**src/rtwa_pkg.sv**
```systemverilog
// shared constants and types for the routing table with aging
package rtwa_pkg;

    localparam int TABLE_DEPTH = 16;
    localparam int ADDR_BYTES  = 2;

    localparam int IDX_W = (TABLE_DEPTH > 1) ? $clog2(TABLE_DEPTH) : 1;
    localparam int CNT_W = $clog2(TABLE_DEPTH + 1);

    // addresses wrap at the configured byte count, capped by the 16-bit ports
    localparam logic [15:0] ADDR_MASK = (8 * ADDR_BYTES >= 16) ? 16'hFFFF :
                                        16'((32'd1 << (8 * ADDR_BYTES)) - 32'd1);

    localparam logic [1:0] MODE_LEARN = 2'd0;
    localparam logic [1:0] MODE_SWEEP = 2'd1;
    localparam logic [1:0] MODE_ROUTE = 2'd2;
    localparam logic [1:0] MODE_CHECK = 2'd3;

    localparam logic [2:0] STS_ADDED   = 3'd0;
    localparam logic [2:0] STS_UPDATED = 3'd1;
    localparam logic [2:0] STS_FULL    = 3'd2;
    localparam logic [2:0] STS_UNICAST = 3'd3;
    localparam logic [2:0] STS_CHILD   = 3'd4;
    localparam logic [2:0] STS_NOROUTE = 3'd5;
    localparam logic [2:0] STS_CHECK   = 3'd6;
    localparam logic [2:0] STS_SWEPT   = 3'd7;

    typedef struct packed {
        logic [15:0] dest;
        logic [15:0] hop;
        logic [31:0] stamp;
        logic [7:0]  role;
    } entry_t;

endpackage

```
**src/routing_table_with_aging.sv**
```systemverilog
// routing table with aging: learn, expire sweep, route lookup and child check
// Entries sit in one synchronous RAM with a single read and a single write port; live
// entries always fill slots 0 .. count-1, so no clearing pass is needed after reset.
// One word is taken at a time. Learn, route and child check scan one entry per cycle
// and stop at the first hit; a child listing (route to address 0) scans every entry
// and holds while a child copy waits on a stalled output. In an expire sweep a removal
// reads the last entry in the same cycle and the moved entry is checked in the next one.
module routing_table_with_aging (
    input  logic        clk,
    input  logic        rst_n,
    input  logic        cfg_valid,
    output logic        cfg_ready,
    input  logic [31:0] cfg_data,
    input  logic        item_valid,
    output logic        item_stall,
    input  logic [1:0]  mode,
    input  logic [31:0] now,
    input  logic [15:0] dest_addr,
    input  logic [15:0] hop_addr,
    input  logic [7:0]  node_role,
    output logic        result_valid,
    input  logic        result_stall,
    output logic [2:0]  status,
    output logic [15:0] target_addr,
    output logic        found,
    output logic [4:0]  removed_count,
    output logic [4:0]  table_size,
    output logic        last
);
    import rtwa_pkg::*;

    localparam logic [1:0] S_IDLE  = 2'd0;
    localparam logic [1:0] S_SCAN  = 2'd1;
    localparam logic [1:0] S_SWEEP = 2'd2;
    localparam logic [1:0] S_DONE  = 2'd3;

    logic [1:0]       state_reg, state_next;
    logic [CNT_W-1:0] cnt_reg, cnt_next;
    logic [31:0]      timeout_reg;
    logic [IDX_W-1:0] idx_reg, idx_next;
    logic             move_reg, move_next;
    logic [CNT_W-1:0] removed_reg, removed_next;
    logic             pend_valid_reg, pend_valid_next;
    logic [15:0]      pend_addr_reg, pend_addr_next;

    logic [1:0]       mode_reg;
    logic [31:0]      now_reg;
    logic [15:0]      dest_reg, hop_reg;
    logic [7:0]       role_reg;

    logic [2:0]       fin_status_reg, fin_status_next;
    logic [15:0]      fin_target_reg, fin_target_next;
    logic             fin_found_reg, fin_found_next;
    logic             fin_wr_reg, fin_wr_next;
    logic             fin_add_reg, fin_add_next;
    logic [IDX_W-1:0] fin_idx_reg, fin_idx_next;

    logic             out_valid_reg;
    logic [2:0]       out_status_reg;
    logic [15:0]      out_target_reg;
    logic             out_found_reg;
    logic [4:0]       out_removed_reg;
    logic [4:0]       out_size_reg;
    logic             out_last_reg;

    entry_t           mem [TABLE_DEPTH];
    entry_t           rd_data_reg;
    logic             rd_en;
    logic [IDX_W-1:0] rd_addr;
    logic             wr_en;
    logic [IDX_W-1:0] wr_addr;
    entry_t           wr_data;

    logic             emit;
    logic [2:0]       emit_status;
    logic [15:0]      emit_target;
    logic             emit_found;
    logic [CNT_W-1:0] emit_removed;
    logic [CNT_W-1:0] emit_size;
    logic             emit_last;

    logic             can_emit;
    logic             take;
    logic             at_end;
    logic             is_child;
    logic             expired;
    logic [31:0]      age;
    logic [15:0]      dest_in;
    logic [15:0]      hop_in;

    assign cfg_ready  = 1'b1;
    assign item_stall = (state_reg != S_IDLE);
    assign take       = item_valid && !item_stall;
    assign can_emit   = !out_valid_reg || !result_stall;
    assign dest_in    = dest_addr & ADDR_MASK;
    assign hop_in     = hop_addr & ADDR_MASK;
    assign at_end     = (CNT_W'(idx_reg) == cnt_reg - CNT_W'(1));
    assign is_child   = (rd_data_reg.dest == rd_data_reg.hop);
    assign age        = now_reg - rd_data_reg.stamp;
    assign expired    = (age > timeout_reg);

    always_comb
    begin
        state_next      = state_reg;
        cnt_next        = cnt_reg;
        idx_next        = idx_reg;
        move_next       = move_reg;
        removed_next    = removed_reg;
        pend_valid_next = pend_valid_reg;
        pend_addr_next  = pend_addr_reg;
        fin_status_next = fin_status_reg;
        fin_target_next = fin_target_reg;
        fin_found_next  = fin_found_reg;
        fin_wr_next     = fin_wr_reg;
        fin_add_next    = fin_add_reg;
        fin_idx_next    = fin_idx_reg;
        rd_en           = 1'b0;
        rd_addr         = IDX_W'(idx_reg + 1'b1);
        wr_en           = 1'b0;
        wr_addr         = idx_reg;
        wr_data         = rd_data_reg;
        emit            = 1'b0;
        emit_status     = STS_CHILD;
        emit_target     = pend_addr_reg;
        emit_found      = 1'b0;
        emit_removed    = '0;
        emit_size       = cnt_reg;
        emit_last       = 1'b0;

        unique case (state_reg)
            S_IDLE:
            begin
                if (take)
                begin
                    pend_valid_next = 1'b0;
                    removed_next    = '0;
                    idx_next        = '0;
                    move_next       = 1'b0;
                    rd_en           = 1'b1;
                    rd_addr         = '0;
                    fin_target_next = '0;
                    fin_found_next  = 1'b0;
                    fin_wr_next     = 1'b0;
                    fin_add_next    = 1'b0;
                    fin_idx_next    = IDX_W'(cnt_reg);
                    unique case (mode)
                        MODE_LEARN:
                        begin
                            if (cnt_reg >= CNT_W'(TABLE_DEPTH))
                            begin
                                fin_status_next = STS_FULL;
                                state_next      = S_DONE;
                            end
                            else if (cnt_reg == '0)
                            begin
                                fin_status_next = STS_ADDED;
                                fin_wr_next     = 1'b1;
                                fin_add_next    = 1'b1;
                                state_next      = S_DONE;
                            end
                            else
                            begin
                                state_next = S_SCAN;
                            end
                        end
                        MODE_SWEEP:
                        begin
                            fin_status_next = STS_SWEPT;
                            state_next      = (cnt_reg == '0) ? S_DONE : S_SWEEP;
                        end
                        MODE_ROUTE:
                        begin
                            fin_status_next = STS_NOROUTE;
                            state_next      = (cnt_reg == '0) ? S_DONE : S_SCAN;
                        end
                        MODE_CHECK:
                        begin
                            fin_status_next = STS_CHECK;
                            state_next      = (cnt_reg == '0) ? S_DONE : S_SCAN;
                        end
                        default:
                        begin
                            state_next = S_IDLE;
                        end
                    endcase
                end
            end

            S_SCAN:
            begin
                unique case (mode_reg)
                    MODE_LEARN:
                    begin
                        if (rd_data_reg.dest == dest_reg)
                        begin
                            fin_status_next = STS_UPDATED;
                            fin_wr_next     = 1'b1;
                            fin_idx_next    = idx_reg;
                            state_next      = S_DONE;
                        end
                        else if (at_end)
                        begin
                            fin_status_next = STS_ADDED;
                            fin_wr_next     = 1'b1;
                            fin_add_next    = 1'b1;
                            fin_idx_next    = IDX_W'(cnt_reg);
                            state_next      = S_DONE;
                        end
                        else
                        begin
                            rd_en    = 1'b1;
                            idx_next = IDX_W'(idx_reg + 1'b1);
                        end
                    end
                    MODE_ROUTE:
                    begin
                        if (dest_reg != '0)
                        begin
                            if (rd_data_reg.dest == dest_reg)
                            begin
                                fin_status_next = STS_UNICAST;
                                fin_target_next = rd_data_reg.hop;
                                state_next      = S_DONE;
                            end
                            else if (at_end)
                            begin
                                state_next = S_DONE;
                            end
                            else
                            begin
                                rd_en    = 1'b1;
                                idx_next = IDX_W'(idx_reg + 1'b1);
                            end
                        end
                        // a child copy is held back one hit so the final one can carry last
                        else if (!(is_child && pend_valid_reg && !can_emit))
                        begin
                            if (is_child && pend_valid_reg)
                            begin
                                emit = 1'b1;
                            end
                            if (is_child)
                            begin
                                pend_valid_next = 1'b1;
                                pend_addr_next  = rd_data_reg.dest;
                            end
                            if (at_end)
                            begin
                                if (is_child || pend_valid_reg)
                                begin
                                    fin_status_next = STS_CHILD;
                                    fin_target_next = is_child ? rd_data_reg.dest
                                                               : pend_addr_reg;
                                end
                                state_next = S_DONE;
                            end
                            else
                            begin
                                rd_en    = 1'b1;
                                idx_next = IDX_W'(idx_reg + 1'b1);
                            end
                        end
                    end
                    MODE_CHECK:
                    begin
                        if (rd_data_reg.hop == hop_reg)
                        begin
                            fin_found_next = 1'b1;
                            state_next     = S_DONE;
                        end
                        else if (at_end)
                        begin
                            state_next = S_DONE;
                        end
                        else
                        begin
                            rd_en    = 1'b1;
                            idx_next = IDX_W'(idx_reg + 1'b1);
                        end
                    end
                    default:
                    begin
                        state_next = S_DONE;
                    end
                endcase
            end

            S_SWEEP:
            begin
                // the last entry read on the previous removal lands in the freed slot
                wr_en = move_reg;
                if (expired && at_end)
                begin
                    cnt_next     = cnt_reg - CNT_W'(1);
                    removed_next = removed_reg + CNT_W'(1);
                    state_next   = S_DONE;
                end
                else if (expired)
                begin
                    rd_en        = 1'b1;
                    rd_addr      = IDX_W'(cnt_reg - CNT_W'(1));
                    cnt_next     = cnt_reg - CNT_W'(1);
                    removed_next = removed_reg + CNT_W'(1);
                    move_next    = 1'b1;
                end
                else if (at_end)
                begin
                    state_next = S_DONE;
                end
                else
                begin
                    rd_en     = 1'b1;
                    idx_next  = IDX_W'(idx_reg + 1'b1);
                    move_next = 1'b0;
                end
            end

            S_DONE:
            begin
                if (can_emit)
                begin
                    emit         = 1'b1;
                    emit_status  = fin_status_reg;
                    emit_target  = fin_target_reg;
                    emit_found   = fin_found_reg;
                    emit_removed = removed_reg;
                    emit_size    = fin_add_reg ? cnt_reg + CNT_W'(1) : cnt_reg;
                    emit_last    = 1'b1;
                    wr_en        = fin_wr_reg;
                    wr_addr      = fin_idx_reg;
                    wr_data      = '{dest: dest_reg, hop: hop_reg, stamp: now_reg,
                                     role: role_reg};
                    if (fin_add_reg)
                    begin
                        cnt_next = cnt_reg + CNT_W'(1);
                    end
                    state_next = S_IDLE;
                end
            end

            default:
            begin
                state_next = S_IDLE;
            end
        endcase
    end

    always_ff @(posedge clk or negedge rst_n)
    begin
        if (!rst_n)
        begin
            state_reg      <= S_IDLE;
            cnt_reg        <= '0;
            timeout_reg    <= 32'd65535;
            pend_valid_reg <= 1'b0;
            out_valid_reg  <= 1'b0;
        end
        else
        begin
            state_reg      <= state_next;
            cnt_reg        <= cnt_next;
            pend_valid_reg <= pend_valid_next;
            if (cfg_valid && cfg_ready)
            begin
                timeout_reg <= cfg_data;
            end
            if (emit)
            begin
                out_valid_reg <= 1'b1;
            end
            else if (!result_stall)
            begin
                out_valid_reg <= 1'b0;
            end
        end
    end

    always_ff @(posedge clk)
    begin
        idx_reg        <= idx_next;
        move_reg       <= move_next;
        removed_reg    <= removed_next;
        pend_addr_reg  <= pend_addr_next;
        fin_status_reg <= fin_status_next;
        fin_target_reg <= fin_target_next;
        fin_found_reg  <= fin_found_next;
        fin_wr_reg     <= fin_wr_next;
        fin_add_reg    <= fin_add_next;
        fin_idx_reg    <= fin_idx_next;
        if (take)
        begin
            mode_reg <= mode;
            now_reg  <= now;
            dest_reg <= dest_in;
            hop_reg  <= hop_in;
            role_reg <= node_role;
        end
        if (emit)
        begin
            out_status_reg  <= emit_status;
            out_target_reg  <= emit_target;
            out_found_reg   <= emit_found;
            out_removed_reg <= 5'(emit_removed);
            out_size_reg    <= 5'(emit_size);
            out_last_reg    <= emit_last;
        end
    end

    // table ram, one read and one write port
    always_ff @(posedge clk)
    begin
        if (wr_en)
        begin
            mem[wr_addr] <= wr_data;
        end
        if (rd_en)
        begin
            rd_data_reg <= mem[rd_addr];
        end
    end

    assign result_valid  = out_valid_reg;
    assign status        = out_status_reg;
    assign target_addr   = out_target_reg;
    assign found         = out_found_reg;
    assign removed_count = out_removed_reg;
    assign table_size    = out_size_reg;
    assign last          = out_last_reg;

    a_cnt_bound: assert property (@(posedge clk) disable iff (!rst_n)
        cnt_reg <= CNT_W'(TABLE_DEPTH))
        else $error("entry count beyond table depth");

    a_idx_live: assert property (@(posedge clk) disable iff (!rst_n)
        (state_reg == S_SCAN || state_reg == S_SWEEP) |-> (CNT_W'(idx_reg) < cnt_reg))
        else $error("scan index outside live entries");

    a_only_child_open: assert property (@(posedge clk) disable iff (!rst_n)
        out_valid_reg |-> (out_last_reg || out_status_reg == STS_CHILD))
        else $error("non-final word that is not a child copy");

    a_learn_grows: assert property (@(posedge clk) disable iff (!rst_n)
        (state_reg == S_DONE && fin_add_reg && can_emit)
        |=> (cnt_reg == $past(cnt_reg) + CNT_W'(1)))
        else $error("added entry did not grow the table");

endmodule

```
**config.mk**
```make
export PLATFORM = sky130hd
export DESIGN_NAME = routing_table_with_aging
export DESIGN_NICKNAME = d
export VERILOG_FILES = /design/src/rtwa_pkg.sv /design/src/routing_table_with_aging.sv
export SDC_FILE = /design/constraint.sdc
export NUM_CORES = 2
export LEC_CHECK = 0
export BUFFER_PORTS_ARGS = -buffer_cell sky130_fd_sc_hd__buf_2
export CAP_MARGIN = 20
export CELL_PAD_IN_SITES_DETAIL_PLACEMENT = 1
export CELL_PAD_IN_SITES_GLOBAL_PLACEMENT = 1
export CORE_AREA = 5 5 259 387
export CTS_BUF_LIST = sky130_fd_sc_hd__clkbuf_8
export CTS_CLUSTER_SIZE = 28
export DETAILED_ROUTE_END_ITERATION = 12
export DIE_AREA = 0 0 264 392
export PLACE_DENSITY_LB_ADDON = 0.1
export SETUP_SLACK_MARGIN = 0.2
export SLEW_MARGIN = 20
export SYNTH_ARGS = -nofsm -noshare
export SYNTH_HDL_FRONTEND = slang
export SYNTH_SLANG_ARGS = --single-unit
```
**constraint.sdc**
```tcl
create_clock -name clk -period 14.3 [get_ports clk]
set_clock_uncertainty 0.05 [all_clocks]
set_input_delay 0.715 -clock clk [delete_from_list [all_inputs] [get_ports clk]]
set_output_delay 0.715 -clock clk [all_outputs]
set_load 0.02 [all_outputs]
```
# == After elaboration in Yosys (flattened, before gate mapping) ==
# Memory sizes are Yosys's and may differ from the RTL's. A register that Yosys moved wholly into a read port is not among the register bits.
# Index checks and enable logic that the tools add are counted.
# totals
wordCells,231
ramBits,1152
reg_bits,198
memories,1
in_bits,111
# op_classes
order_cmp,2
reduce_logical,34
add_sub_neg,5
muxes,118
bitwise_logic,2
n_eq_ne,43
# mem_list
name,depth,width,read_ports,rd_ports_with_merged_regs,write_ports,line_no,rtl
mem,16,72,1,1,1,routing_table_with_aging.sv:66,entry_t mem [TABLE_DEPTH];
# op_table
op,count
two-way mux 16 bit,10
two-way mux 72 bit,2
two-way mux 4 bit,17
equality test 16 bit,3
two-way mux 5 bit,8
two-way mux 1 bit,38
greater-than comparator 32 bit,1
case mux 16 bit (2 select lines),1
subtractor 32 bit,1
two-way mux 3 bit,10
"inequality test 3 bit, second input constant",9
"inequality test 4 bit, second input constant",6
case mux 4 bit (3 select lines),2
two-way mux 2 bit,11
"inequality test 2 bit, second input constant",11
case mux 5 bit (2 select lines),2
AND reduction 4 bit,5
case mux 4 bit (2 select lines),2
nonzero test 16 bit,1
case mux 1 bit (2 select lines),7
AND reduction 7 bit,2
"equality test 2 bit, second input constant",6
case mux 2 bit (3 select lines),2
case mux 3 bit (2 select lines),2
other kinds (26),45

# == Longest topological paths before layout ==
# logic_depth
word_depth,9
mapped_depth,29
depth_no_buf,25

# == Least setup slack after synthesis ==
# Ideal clock, no wire load.
# synth_path
kind,reg-to-reg
startpoint,register now_reg[0]
endpoint,register rd_data_reg[70] (netlist name)
arrival_time_ns,6.059
period_less_slack_ns,6.368
n_path_buf,3
stages_incl_launch_ff,29
path_slack_ns,7.932
required_time_ns,13.991
cell_sequence,edfxtp_1 > inv_1 > ha_1 > inv_1 > fa_1 > a21o_1 > a21oi_1 > nor2b_1 > o21ai_0 > o21ai_0 > a31o_2 > a2111oi_0 > o31ai_1 > a21oi_1 > xnor2_1 > ha_1 > nand4_1 > or4_1 > or2_1 > a31oi_4 > o211ai_4 > or3_1 > and2_1 > buf_4 > buf_4 > buf_2 > mux2i_1 > a222oi_1 > a211o_1
# synth_via
elab_chain_len,5
# synth_lines
item,line_no,rtl
from (decl),routing_table_with_aging.sv:47,logic [31:0] now_reg;
from (signal assigned),routing_table_with_aging.sv:393,now_reg <= now;
subtractor 32 bit *,routing_table_with_aging.sv:99,assign age = now_reg - rd_data_reg.stamp;
greater-than comparator 32 bit *,routing_table_with_aging.sv:100,assign expired = (age > timeout_reg);
"two-way mux 1 bit, or another cell as far along",routing_table_with_aging.sv:298,else if (expired)
two-way mux 1 bit or two-way mux 4 bit (tied branches),routing_table_with_aging.sv:292,if (expired && at_end)
case mux 1 bit (3 select lines) or case mux 4 bit (2 select lines) (tied branches),routing_table_with_aging.sv:130,unique case (state_reg)
# Mark *: on every way between the ends. The rest lies on a longest branch, timed or not.
# A chain may end at the register's enable or synchronous reset.

# == Worst setup path in the final report ==
# layout_path
startpoint,register now_reg[0]
endpoint,register rd_data_reg[31] (netlist name)
# layout_via
elab_chain_len,5
# layout_lines
item,line_no
subtractor 32 bit *,routing_table_with_aging.sv:99
greater-than comparator 32 bit *,routing_table_with_aging.sv:100
"two-way mux 1 bit, or another cell as far along",routing_table_with_aging.sv:298
two-way mux 1 bit or two-way mux 4 bit (tied branches),routing_table_with_aging.sv:292
case mux 1 bit (3 select lines) or case mux 4 bit (2 select lines) (tied branches),routing_table_with_aging.sv:130
# Marks and branches as above.

==> out/qor.tcl <==
set qor(run_status) {completed}
set qor(netsw_uw) 6367
set qor(post-synth-top-area-fraction_pct) 70.71
set qor(core_sq_um) 96690
set qor(synth_enable_flop_cells) 1237
set qor(postRouteWirelength_mm) 150.4
set qor(post_synth_instance_area_sq_um) 52530
set qor(fin_setup_tns_ns) 0
set qor(avgViaCountPerCell) 6.189
set qor(tritoncts) {yes}
set qor(ys_top_cells_by_area) {edfxtp_1 (71%), mux2i_1 (8.9%), nand2_1 (2.7%)}
set qor(hold_path_class) {primary input to register}
set qor(die_w_um) 264
set qor(timing_worst_slew_pin_value_ns) 1.136
set qor(first_pass_grt_wire_length_mm) 220.4
set qor(post_synth_most_frequent_cells) {edfxtp_1 (1237), mux2i_1 (465), nand2_1 (377), o22ai_1 (129), o21ai_0 (100)}
set qor(filler_cell_count) 8843
set qor(boundaryPins) 145
set qor(unrepaired_setup_endpoints_after_global_routing) {false}
set qor(cts.path.max_buffers) 3
set qor(p_sw_share_pct) 40.52
set qor(hpwlAfterDp_mm) 84.44
set qor(grt_antenna_before_repair) 1
set qor(routed.top_layer) {met4}
set qor(synth.largest_area_cell) {edfxtp_1}
set qor(grt_remaining_overflow) 0
set qor(power.share.clock_pct) 17.5
set qor(pwr-share-comb_pct) 46.2
set qor(power.density_nw_per_um2) 264.8
set qor(cts-root-buf) {clkbuf_8}
set qor(critPathKind) {register to register}
set qor(fmax_mhz) 103.3
set qor(avgRoutedWirePerCell_um) 29.45
set qor(gr-usage-all-layers_pct) 28.73
set qor(buffer_ports.inserted) 135
set qor(route.antenna.remaining_nets) 0
set qor(clock_tree.htree_level_count) 4
set qor(dpl-instance-area_sq_um) 54940
set qor(ys_async_sr_fraction_pct) 3.208
set qor(area.growth.synth_to_final_pct) 12.95
set qor(synth_ff_type) {edfxtp_1}
set qor(gp_congestion) 0.8920
set qor(slowest_stage_cell_crit_path) {a2111oi_0}
set qor(final.min_clock_period_ns) 9.678
set qor(worst_setup_hold_path_clk_slew_ns) 0.06
set qor(floorplan.rows) 140
set qor(fin_nets) 3877
set qor(final-seq-area_sq_um) 38190
set qor(met1_routed_wirelength_after_detailed_routing_mm) 57.05
set qor(critPathMaxStageDelay_ns) 0.83
set qor(worst_ep_required_time_ns) 14.86
set qor(finish.cell_count_without_fillers) 5106
set qor(ys_seq_elements) 1278
set qor(arrival_time_of_the_worst_setup_path_ns) 10.23
set qor(multiInputGateArea_sq_um) 13430
set qor(met2_length_mm) 78.28
set qor(count_of_maximum_capacitance_violations) 0
set qor(final-setup-viol-count) 0
set qor(full_die_area_sq_um) 103500
set qor(post_route_cells_drive_above_1_share_pct) 13.90
set qor(mappedNetlistNets) 3541
set qor(yosys.cell_types.count) 68
set qor(cts_repair_resize_count) 0
set qor(leakagePower_uw) 0.02157
set qor(worstSetupStartpointType) {register}
set qor(cp-end-kind) {register}
set qor(synth_area_per_cell_sq_um) 15.68
set qor(drt_first_pass_iters) 8
set qor(grt_max_degree) 152
set qor(synth-seq-area-share_pct) 72.70
set qor(place.detailed.instances) 4680
set qor(via_count_of_the_first_global_routing_pass) 34000
set qor(final-hold-violation-count) 0
set qor(clkSinkCount) 1278
set qor(floorplan.initialDensity_pct) 54.33
set qor(largest_register_ffs) 1024
set qor(yosys_warnings) 0
set qor(timing.max_slew.rel_slack_pct) 24.27
set qor(cp_max_fo) 33
set qor(num_vias) 31600
set qor(ir_worst_vdd_mv) 0.3870
set qor(post-route-cell-area_sq_um) 59330
set qor(yosysMostFrequentCell) {edfxtp_1}
set qor(drc) 0
set qor(die_y_um) 392
set qor(final.period_utilization_pct) 67.68
set qor(cellInternalPower_uw) 9345
set qor(insertion_delay_ns) 0.88
set qor(netlist_instances) 3350
set qor(cts-buffers-inserted) 185
set qor(sequentialPowerShare_pct) 36.3
set qor(route.met3.wl_mm) 9.182
set qor(slew_violations) 0
set qor(1st_iter_drt_viols) 3006
==> power by group through the flow <==
| stage | sequential (uW) | clock [uW] | combinational, uW |
|---|---|---|---|
| finish | 5700 | 2760 | 7260 |
| detailed placement | 5770 | 0 | 7170 |
| floorplan | 5670 | 0 | 4860 |
| global placement | 5750 | 0 | 6850 |
| CTS | 5700 | 2810 | 7220 |
| global route | 5720 | 3000 | 7710 |
==> critical path: cells and delay by family (launching register included) <==
| kind | cells | cell delay, ns |
|---|---|---|
| AOI/OAI and AO/OA | 12 | 4.15 |
| xor gates and xnor gates | 1 | 0.13 |
| adders and majority gates | 3 | 0.88 |
| buffers and inverters | 4 | 1.40 |
| DFF | 1 | 0.40 |
| and+or+nand+nor | 7 | 2.31 |
==> logic make-up (layout without fill, tap and decap cells) <==
logic type               after synthesis  after routing  share of synthesized area (%)
flip-flops                          1278           1278                          72.70
XOR/XNOR                              93             93                          1.577
multiplexers                         487            487                          9.332
buffers and inverters                264            741                          2.189
adder cells (fa/ha/maj)               80             80                          1.920
AND/OR/NAND/NOR                      587            587                          4.873
AO/OA/AOI/OAI                        560            560                          7.398
other                                  1              2                       0.007139
==> metrics by stage <==
step | worst slack [ns] | hold WS, ns | total power, uW | util [%]
2_1_floorplan | 7.932 | 0.3694 | 10530 | -
3_3_place_gp | 4.885 | 0.4417 | 12610 | 56.81
3_5_place_dp | 4.760 | 0.4505 | 12940 | 56.81
4_1_cts | 4.694 | 0.003669 | 15730 | 61.34
5_1_grt | 4.360 | 0.03720 | 16430 | 61.36
6_report | 4.622 | 0.08752 | 15710 | 61.36
==> worst paths after layout <==
path / start / end / slack, ns / cells after the start
worst max-delay path: now_reg[0]$_DFFE_PP_ / rd_data_reg[31]$_DFFE_PP_ / 4.62 / 27
max in group asynchronous: rst_n / result_valid$_DFFE_PN0P_ / 13.39 / 2
worst max register to register: now_reg[0]$_DFFE_PP_ / rd_data_reg[31]$_DFFE_PP_ / 4.62 / 27
min in group asynchronous: rst_n / timeout_reg[18]$_DFFE_PN0P_ / 0.37 / 2
worst min-delay path: cfg_data[27] / timeout_reg[27]$_DFFE_PN0P_ / 0.09 / 3
worst min register to register: timeout_reg[15]$_DFFE_PN1P_ / timeout_reg[15]$_DFFE_PN1P_ / 0.46 / 2
==> cell type report <==
| cell class | count | area share [%] |
|---|---|---|
| Clock buffer | 189 | 4.384 |
| Multi-Input combinational cell | 1808 | 22.63 |
| Inverter | 96 | 0.6137 |
| Timing Repair Buffer | 317 | 3.939 |
| Clock inverter | 139 | 1.362 |
| Sequential cell | 1278 | 64.37 |
| Antenna cell | 1 | 0.004218 |
| Tap cell | 1278 | 2.695 |
==> layer usage <==
layer | GRT usage (%) | vias to the layer above
met5 | 0 | -
met4 | 10.83 | 0
met3 | 4.152 | 283
met2 | 51.47 | 1246
met1 | 35.57 | 16390
li1 | - | 13680
==> repair_timing <==
item | CTS | global route
setup buffers | 0 | 0
endpoints found under the setup margin | 0 | 0
hold buffers | 97 | 0
endpoints found under the hold margin | 121 | 0
==> layout by cell type (no fill, tap or decap), types with 82 or more instances in the layout <==
master | synthesis | layout
buf_2 | 43 | 134
buf_4 | 12 | 82
clkbuf_8 | 0 | 189
dlygate4sd3_1 | 0 | 97
edfxtp_1 | 1237 | 1237
inv_1 | 95 | 132
mux2i_1 | 465 | 465
nand2_1 | 377 | 374
o21ai_0 | 100 | 97
o22ai_1 | 129 | 129
(Power assumes the default switching activity.)
